### src/design/mvt_pkg.sv
// shared types and constants for the matrix-vector transform unit
package mvt_pkg;

	localparam int DATA_W    = 32;
	localparam int PROD_W    = 2 * DATA_W;
	localparam int SUM_W     = PROD_W + 2;
	localparam int MAX_DIM   = 4;
	localparam int IDX_W     = 4;
	localparam int MAT_DEPTH = MAX_DIM * MAX_DIM;
	localparam int DIM_DEF   = 4;
	localparam int FRAC_DEF  = 16;

	localparam logic signed [DATA_W-1:0] SAT_MAX = {1'b0, {(DATA_W-1){1'b1}}};
	localparam logic signed [DATA_W-1:0] SAT_MIN = {1'b1, {(DATA_W-1){1'b0}}};

	typedef enum logic {
		OP_LOAD  = 1'b0,
		OP_XFORM = 1'b1
	} mvt_op_t;

	typedef logic signed [DATA_W-1:0] mvt_data_t;
	typedef logic signed [SUM_W-1:0]  mvt_sum_t;

	// pipeline control handed to the merge stage
	typedef struct packed {
		logic en;
		logic vld;
	} mvt_pipe_t;

endpackage

### src/design/mvt_out_if.sv
// result channel: transformed vector and saturation flag
interface mvt_out_if;
	import mvt_pkg::*;

	logic      valid;
	logic      ready;
	mvt_data_t out_x;
	mvt_data_t out_y;
	mvt_data_t out_z;
	mvt_data_t out_w;
	logic      clipped;

	modport source (
		output valid, out_x, out_y, out_z, out_w, clipped,
		input  ready
	);

	modport sink (
		input  valid, out_x, out_y, out_z, out_w, clipped,
		output ready
	);

endinterface

### src/design/mvt_merge.sv
// scales and saturates the lane sums, registers the result transfer
module mvt_merge #(
	parameter int FRAC_BITS = mvt_pkg::FRAC_DEF
) (
	input  logic               clk,
	input  logic               arst_n,
	input  mvt_pkg::mvt_pipe_t pipe,
	input  mvt_pkg::mvt_sum_t  sum_s3 [mvt_pkg::MAX_DIM],
	mvt_out_if.source          res
);
	import mvt_pkg::*;

	mvt_sum_t  shifted [MAX_DIM];
	mvt_data_t sat_val [MAX_DIM];
	logic [MAX_DIM-1:0] clip;
	logic      valid_q;
	mvt_data_t val_q [MAX_DIM];
	logic      clip_q;

	// floor shift, then clamp when the upper bits are not all sign
	always_comb begin
		for (int r = 0; r < MAX_DIM; r++) begin
			shifted[r] = sum_s3[r] >>> FRAC_BITS;
			clip[r]    = !((&shifted[r][SUM_W-1:DATA_W-1]) ||
				!(|shifted[r][SUM_W-1:DATA_W-1]));
			if (!clip[r]) begin
				sat_val[r] = shifted[r][DATA_W-1:0];
			end else if (shifted[r][SUM_W-1]) begin
				sat_val[r] = SAT_MIN;
			end else begin
				sat_val[r] = SAT_MAX;
			end
		end
	end

	always_ff @(posedge clk or negedge arst_n) begin
		if (!arst_n) begin
			valid_q <= 1'b0;
		end else if (pipe.en) begin
			valid_q <= pipe.vld;
		end
	end

	always_ff @(posedge clk) begin
		if (pipe.en) begin
			val_q  <= sat_val;
			clip_q <= |clip;
		end
	end

	assign res.valid   = valid_q;
	assign res.out_x   = val_q[0];
	assign res.out_y   = val_q[1];
	assign res.out_z   = val_q[2];
	assign res.out_w   = val_q[3];
	assign res.clipped = clip_q;

endmodule

### src/flat_wrapper.sv
// flat-port wrapper written by rule: the top's interface ports become plain ports
module mvt_merge_flat import mvt_pkg::*;
#(
	parameter int FRAC_BITS = mvt_pkg::FRAC_DEF
)
  (clk, arst_n, pipe, sum_s3, res_valid, res_out_x, res_out_y, res_out_z, res_out_w, res_clipped, res_ready);
  mvt_out_if res_i ();
  input  logic clk;
  input  logic arst_n;
  input  mvt_pkg::mvt_pipe_t pipe;
  input  mvt_pkg::mvt_sum_t sum_s3[mvt_pkg::MAX_DIM];
  output wire logic [$bits(res_i.valid)-1:0] res_valid;
  output wire logic [$bits(res_i.out_x)-1:0] res_out_x;
  output wire logic [$bits(res_i.out_y)-1:0] res_out_y;
  output wire logic [$bits(res_i.out_z)-1:0] res_out_z;
  output wire logic [$bits(res_i.out_w)-1:0] res_out_w;
  output wire logic [$bits(res_i.clipped)-1:0] res_clipped;
  input wire logic [$bits(res_i.ready)-1:0] res_ready;
  assign res_valid = res_i.valid;
  assign res_out_x = res_i.out_x;
  assign res_out_y = res_i.out_y;
  assign res_out_z = res_i.out_z;
  assign res_out_w = res_i.out_w;
  assign res_clipped = res_i.clipped;
  assign res_i.ready = res_ready;
  mvt_merge #(.FRAC_BITS(FRAC_BITS)) u_core (.clk(clk), .arst_n(arst_n), .pipe(pipe), .sum_s3(sum_s3), .res(res_i));
endmodule
### config.mk
export PLATFORM = sky130hd
export DESIGN_NAME = mvt_merge_flat
export DESIGN_NICKNAME = d
export VERILOG_FILES = /design/src/design/mvt_pkg.sv /design/src/design/mvt_out_if.sv /design/src/design/mvt_merge.sv /design/src/flat_wrapper.sv
export SDC_FILE = /design/constraint.sdc
export NUM_CORES = 1
export LEC_CHECK = 0
export BUFFER_PORTS_ARGS = -buffer_cell sky130_fd_sc_hd__buf_2
export CAP_MARGIN = 20
export CORE_AREA = 2 2 154 156
export CTS_BUF_LIST = sky130_fd_sc_hd__clkbuf_4 sky130_fd_sc_hd__clkbuf_8 sky130_fd_sc_hd__clkbuf_16
export DETAILED_ROUTE_END_ITERATION = 8
export DIE_AREA = 0 0 156 158
export GPL_TIMING_DRIVEN = 0
export PLACE_DENSITY = 0.49
export SLEW_MARGIN = 20
export SYNTH_ARGS = -nofsm -noshare
export SYNTH_HDL_FRONTEND = slang
export SYNTH_SLANG_ARGS = --single-unit
### constraint.sdc
create_clock -name clk -period 2.2 [get_ports clk]
set_clock_uncertainty 0.15 [all_clocks]
set_input_delay 0.11 -clock clk [delete_from_list [all_inputs] [get_ports clk]]
set_output_delay 0.11 -clock clk [all_outputs]
set_load 0.1 [all_outputs]
* Yosys cells after proc, flatten, opt, wreduce, memory -nomap -nowiden *
Index checks and enable logic that the tools add are counted.

storage, ports and cells
  register bits after elaboration = 130
  input port bits = 269
  output and inout port bits = 130
  logic and storage cells = 35

operators by class
  muxes and demuxes = 8
  reduce and logical (&&, ||, !) cells = 21

operator list
  cell                count
  $mux W32            8
  $reduce_and A19 Y1  4
  $reduce_or A19 Y1   4
  $logic_not A1 Y1    8
  $logic_or A1 B1 Y1  4
  $reduce_or A4 Y1    1

* Longest topological paths before layout *
Gate-level depths: netlist of run 1.

  depth after elaboration = 5
  gate-level depth with buffers = 6
  mapped depth without buffers = 5

* Worst setup path after synthesis of run 1 *
Ideal clock, no wire load.

  kind = input-to-reg
  start = input port sum_s3[58] in the netlist's numbering
  end = register u_core.val_q (netlist bit u_core.res.out_w[21]) (data pin)
  setup time = 0.254 ns
  arrival = 1.153 ns
  data required time = 1.796 ns
  setup slack = 0.642 ns
  stages = 6
  path buffers = 1
  cells stage by stage = nor4_1 -> nand4_1 -> nor4_2 -> a311oi_2 -> buf_6 -> a21o_2

RTL lines
  item                  line                source
  start, declared       flat_wrapper.sv:11  input mvt_pkg::mvt_sum_t sum_s3[mvt_pkg::MAX_DIM];
  end signal, assigned  mvt_merge.sv:46     val_q <= sat_val;
  end, declared         mvt_merge.sv:17     mvt_data_t val_q [MAX_DIM];

==> results of run 1 <==
[path summary, 6_finish.rpt]
kind	startpoint	to	slack, ps	cells past startpoint
worst max-delay path	sum_s3[263]	u_core.res.out_x[18]	360	8
worst min-delay path	sum_s3[131]	u_core.res.out_z[0]	90	3
worst max register to register	u_core.res.valid	u_core.res.valid	1280	1
worst min register to register	u_core.res.valid	u_core.res.valid	400	1
max in group asynchronous	arst_n	u_core.res.valid	1400	3
min in group asynchronous	arst_n	u_core.res.valid	400	3
[report_power, final]
part	switching, mW	internal, mW
clock network	1.09	1.91
registers	0.0472	2.94
logic	1.72	0.518
[state kept, by name, indices dropped and copies added (netlist names)]
register	count
u_core.res.out_w	32
u_core.res.out_x	32
u_core.res.out_y	32
u_core.res.out_z	32
u_core.res.clipped	1
u_core.res.valid	1
[cell usage after synthesis]
master,count,share of area
buf_2,3,0.0027
edfxtp_1,129,0.69
dlygate4sd3_1,3,0.0053
nand4_1,21,0.023
and3_1,4,0.0044
nor2_1,8,0.0053
a311oi_2,3,0.0080
a311oi_1,1,0.0016
buf_6,18,0.036
a31o_2,4,0.0062
dfrtp_1,1,0.0044
nor4_1,16,0.018
buf_4,3,0.0040
clkbuf_1,1,0.00066
nor4_2,4,0.0089
a21o_1,39,0.052
mux2_2,1,0.0020
a21o_2,85,0.13
[layout make-up]
cell class	instances	share of cell area
Clock buffer	18	0.0450
Tap cell	290	0.0377
Clock inverter	14	0.0196
Buffer	28	0.0285
Sequential cell	130	0.405
Multi-Input combinational cell	186	0.153
Timing Repair Buffer	463	0.311
[critical path, stage by stage]
cell and delay, ps:
dlygate4sd3_1 530, buf_2 140, nor4_1 160, nand4_1 150, nor4_2 200, a311oi_1 140
buf_2 240, a21o_1 180
[layer usage]
layer	vias up	share of wire	track usage
met1	2329	0.41	0.157
met3	30	0.078	0.0465
li1	2356	-	-
met5	-	0	0
met2	234	0.49	0.239
met4	0	0.021	0.0542
[per-stage QoR]
| step | instances | hold slack [ps] | TNS, ps |
|---|---|---|---|
| floorplan | 344 | -336 | 0 |
| global placement | 967 | -255 | -92590 |
| detailed placement | 968 | -251 | 0 |
| CTS | 1129 | 72.1 | 0 |
| global route | 1129 | 87.3 | 0 |
| finish | 1129 | 90.1 | 0 |
[kinds of logic (layout without fill, tap and decap cells)]
family                 count (synthesis)  in the layout  share of synthesized area
muxes                                  1              1                    0.00199
and+or+nand+nor                       53             53                     0.0596
AOI/OAI and AO/OA                    132            132                      0.199
DFF                                  130            130                      0.690
buffers and inverters                 28            523                     0.0485
==> metrics, run 1 <==
syn_nets 613; later-pin clock latency in the skew report 410 ps; wirelength, routed 17.4 mm; fin crit share 0.837; # IOs around 400; hold crit path type in -> reg; die height 158 um; Peak Freq between 500 and 600 MHz; Post-Syn Area 5650 um^2; Routed Antenna Nets 0; largest net degree at the start of global routing 80; status finished clean; final hold viol count 0; pwr/cell area between 800 and 900 nW/um^2; Cell Area, Placed roughly 7700 um^2; Yosys warnings 0; CTS tree done; CORE AREA around 23,000 um^2; Distinct cells, synth 18; DIE AREA 24,600 um^2; # resized after CTS 0; kind of critical path in -> reg; # hold bufs at CTS roughly 130; Tot GR Track Use 0.138; Post-layout nets around 1,100; routed vias roughly 5,000; Max Cap Viol 0; Max Buffers Root-to-Sink 2; DP HPWL approximately 12 mm; most frequent cells in the layout buf_2 (335), dlygate4sd3_1 (132), edfxtp_1 (129); Critical Path RT between 2000 and 2500 ps; # port buffers roughly 330; antenna violations before repair 0; DR iter-0 viols around 160; dpl ws 288 ps; Mean Syn Cell Area approximately 16 um^2; leading cell type in the layout, fill and taps excluded buf_2; initial core utilization 0.245; Rel. slew slack 0.645; CTS sink count 130; clk slew on worst S/H paths ~60 ps; post-layout util 0.418; Layout area overhead 70.5%; Residual DRC 0; Slew @ Worst Pin approximately 530 ps; drt via density between 4 and 5; RSZ-0062 raised after global routing no; area of the multi-input gates around 1500 um^2; #FFs+latches synth 130; Seq/Total Area, Yosys 0.690; H-tree Lvls 4; post-CTS setup buffer count 0; TritonCTS Buffers 17; DRT Pass-1 Iters 4; final setup vio count 0; element type at the critical path end flip-flop; Leakage roughly 4.5 nW; FP Rows 56; filler cell count 2,164; Max Fanout on Critical Path 10; critical path arrival around 1900 ps; startpoint types input pin; worst vdd ir ~0.45 mV; clk root buf clkbuf_16; vias in the first global route 5,265; post-synthesis cell count about 340; global placement routability congestion roughly 0.80; final instance area slightly below 10,000 um^2; global-route wire length before repair 26.6 mm; FF+latch area just under 4000 um^2; chip width 156 um; layout cells sized above 1 0.579; Slew Viols, Final 0; total grt overflow 0; total power a little over 8 mW; diodes inserted 0; worst setup margin roughly 360 ps; WL/cell between 15 and 20 um; fin crit period around 1800 ps
(Power assumes the default switching activity.)
==> run 2: changes to the inputs <==
--- a/config.mk
+++ b/config.mk
@@ -5,14 +5,15 @@
 export SDC_FILE = /design/constraint.sdc
 export NUM_CORES = 1
 export LEC_CHECK = 0
+export ABC_AREA = 1
 export BUFFER_PORTS_ARGS = -buffer_cell sky130_fd_sc_hd__buf_2
 export CAP_MARGIN = 20
-export CORE_AREA = 2 2 154 156
+export CORE_AREA = 2 2 156 158
 export CTS_BUF_LIST = sky130_fd_sc_hd__clkbuf_4 sky130_fd_sc_hd__clkbuf_8 sky130_fd_sc_hd__clkbuf_16
 export DETAILED_ROUTE_END_ITERATION = 8
-export DIE_AREA = 0 0 156 158
+export DIE_AREA = 0 0 158 160
 export GPL_TIMING_DRIVEN = 0
-export PLACE_DENSITY = 0.49
+export PLACE_DENSITY = 0.5
 export SLEW_MARGIN = 20
 export SYNTH_ARGS = -nofsm -noshare
 export SYNTH_HDL_FRONTEND = slang
==> constraint.sdc (replaced) <==
create_clock -name clk -period 1.6 [get_ports clk]
set_clock_uncertainty 0.15 [all_clocks]
set_input_delay 0.08 -clock clk [delete_from_list [all_inputs] [get_ports clk]]
set_output_delay 0.08 -clock clk [all_outputs]
set_load 0.1 [all_outputs]
==> run 2 against run 1 <==
Compared with the run above:
- count of clock-buffer cells in the layout shrank 1
- first-iteration DRC count increased by 65%
- sequential cell count did not move
- largest power group is now registers
- core utilization down 0.96 points
- cell count up 21%
- critical path type unchanged
- routed wire length is 0.82% higher
- die area grew 2.6%
==> metrics, run 2 <==
FP Rows 57 (+1.8%); DRT Pass-1 Iters 4 (unchanged); Critical Path RT 1520 ps (-690 ps); vias in the first global route 5,350 (+1.6%); Layout area overhead 70.5% (about the same); status finished clean; wirelength, routed 17.5 mm (+0.82%); leading cell type in the layout, fill and taps excluded buf_2; fin crit share 0.923; startpoint types input pin; largest net degree at the start of global routing 72 (-10%); Max Fanout on Critical Path 71 (+61); Post-synth top cells nand2_1 (292), edfxtp_1 (129), nor2_1 (55); TritonCTS Buffers 17 (unchanged); final hold viol count 0 (unchanged); fin crit period roughly 1500 ps; DR iter-0 viols 263 (+65%); chip width 158 um (+1.3%); Routed Antenna Nets 0 (unchanged); later-pin clock latency in the skew report 410 ps (about the same); global placement routability congestion 0.779 (-3.0%); total grt overflow 0 (unchanged); die height 160 um (+1.3%); H-tree Lvls 4 (unchanged); Post-layout nets 1,296 (+18%); pwr/cell area 1130 nW/um^2 (+32%); Max Cap Viol 0 (unchanged); Tot GR Track Use 0.138 (+0.000339); critical path, cell by cell dlygate4sd3_1 > buf_12 > buf_16; Rel. slew slack 0.651 (+0.00524); Residual DRC 0 (unchanged); syn_nets 811 (+32%); CTS tree done; Distinct cells, synth 21 (+3); Yosys top cell area share 0.680 (-0.00633); Leakage 4.35 nW (-2.3%); global-route wire length before repair 27.1 mm (+2.2%); WL/cell 12.9 um (-17%); antenna violations before repair 0 (unchanged); Max Buffers Root-to-Sink 2 (unchanged); most frequent cells in the layout buf_2 (335), nand2_1 (292), dlygate4sd3_1 (133); DIE AREA 25,300 um^2 (+2.6%); final instance area 9720 um^2 (+0.95%); Yosys warnings 0 (unchanged); Post-synth EDFFs 129 (unchanged); Peak Freq 677 MHz; RSZ-0062 raised after global routing no; # port buffers 333 (unchanged); total power 11.0 mW (+33%); filler cell count 2,397 (+11%); hold crit path type in -> reg; final setup vio count 0 (unchanged); routed vias 5,328 (+7.7%); #FFs+latches synth 130 (unchanged); Post-Syn Area 5700 um^2 (+0.93%); Min Hold Slack 34.4 ps (-55.8 ps); Seq/Total Area, Yosys 0.684 (-0.00637); initial core utilization 0.239 (-0.00569); CTS sink count 130 (unchanged); post-synthesis cell count 542 (+58%); Cell Area, Placed 7810 um^2 (+1.2%); most common cell in the netlist nand2_1; clk root buf clkbuf_16; critical path arrival 1400 ps (-450 ps); clk slew on worst S/H paths 60 ps (about the same); Slew @ Worst Pin 528 ps (-0.651 ps); CORE AREA 23,800 um^2 (+3.3%); kind of critical path in -> reg; Slew Viols, Final 0 (unchanged); DP HPWL 12.5 mm (+0.13%); largest cells by area after synthesis edfxtp_1 (68%), nand2_1 (19%), nor2_1 (3.6%); # IOs 399 (unchanged); dominant synthesized flop cell edfxtp_1; drt via density 3.91 (-11%); Mean Syn Cell Area 10.5 um^2 (-36%); element type at the critical path end flip-flop; Crit path largest cell delay 590 ps (+60 ps); worst vdd ir 0.476 mV (+5.4%); diodes inserted 0 (unchanged); largest area contributor in the synthesized netlist edfxtp_1; Worst path slowest cell dlygate4sd3_1; layout cells sized above 1 0.384 (-0.196); Post-synth ARST share 0.00769 (unchanged)
==> run 2: cell types whose count changed after synthesis, moves of 6 or more <==
cell     previous run  this run
nor4_1             16         0
a21o_1             39         0
nor2_1              8        55
nand2_1             0       292
or2_1               0         6
nand4_1            21         8
nand3_1             0         6
a21o_2             85         0
==> run 2: per-layer routing <==
layer / vias up / track usage / wire length, um / part of all wire
li1: 2739 / - / - / -
met1: 2367 / 0.163 / 7310 / 0.42
met2: 202 / 0.235 / 8640 / 0.49
met3: 20 / 0.0410 / 1290 / 0.073
met4: 0 / 0.0524 / 304 / 0.017
met5: - / 0 / 0 / 0
==> run 2: layout make-up <==
| cell class | count | area [um^2] | share of cell area |
|---|---|---|---|
| Buffer | 28 | 250 | 0.0257 |
| Multi-Input combinational cell | 379 | 1530 | 0.158 |
| Sequential cell | 130 | 3900 | 0.401 |
| Tap cell | 324 | 405 | 0.0417 |
| Timing Repair Buffer | 466 | 3030 | 0.312 |
| Inverter | 5 | 18.8 | 0.00193 |
| Clock inverter | 15 | 158 | 0.0162 |
| Clock buffer | 17 | 425 | 0.0438 |
==> run 2: critical path, delay by kind of cell <==
kind,cells,cell delay (ps)
buf+inv,3,1260
==> run 2: where the power goes <==
group	switching (mW)	total, mW	internal, mW
registers	0.0602	4.10	4.04
logic	2.36	3.01	0.650
clock network	1.54	3.85	2.31
==> run 2: worst paths after layout <==
kind | start | to | slack (ps) | depth (start not counted)
worst min register to register | u_core.res.valid | u_core.res.valid | 350 | 1
worst max-delay path | pipe[1] | u_core.res.out_w[18] | 120 | 3
worst min-delay path | sum_s3[65] | u_core.res.out_w[0] | 30 | 3
min in group asynchronous | arst_n | u_core.res.valid | 350 | 3
max in group asynchronous | arst_n | u_core.res.valid | 850 | 3
worst max register to register | u_core.res.valid | u_core.res.valid | 720 | 1
==> run 2: cells by family after synthesis <==
kind of cell / share of synthesized area
muxes: 0.00198
and+or+nand+nor: 0.267
buffers and inverters: 0.0472
DFF: 0.684
==> run 2: timing repair <==
item / CTS / global route
endpoints found under the setup margin: 0 / 64
hold buffers: 132 / 0
endpoints found under the hold margin: 187 / 0
buffers inserted: 0 / 0
resized for setup: 0 / 1
==> run 2: through the flow <==
step / utilization / cells / setup TNS [ps] / worst slack (ps)
finish: 0.408 / 1364 / 0 / 123
global route: 0.408 / 1364 / 0 / 65.1
CTS: 0.408 / 1364 / 0 / 44.2
detailed placement: 0.328 / 1200 / 0 / 23.1
global placement: 0.326 / 1199 / -175760 / -1500
floorplan: - / 542 / 0 / 194
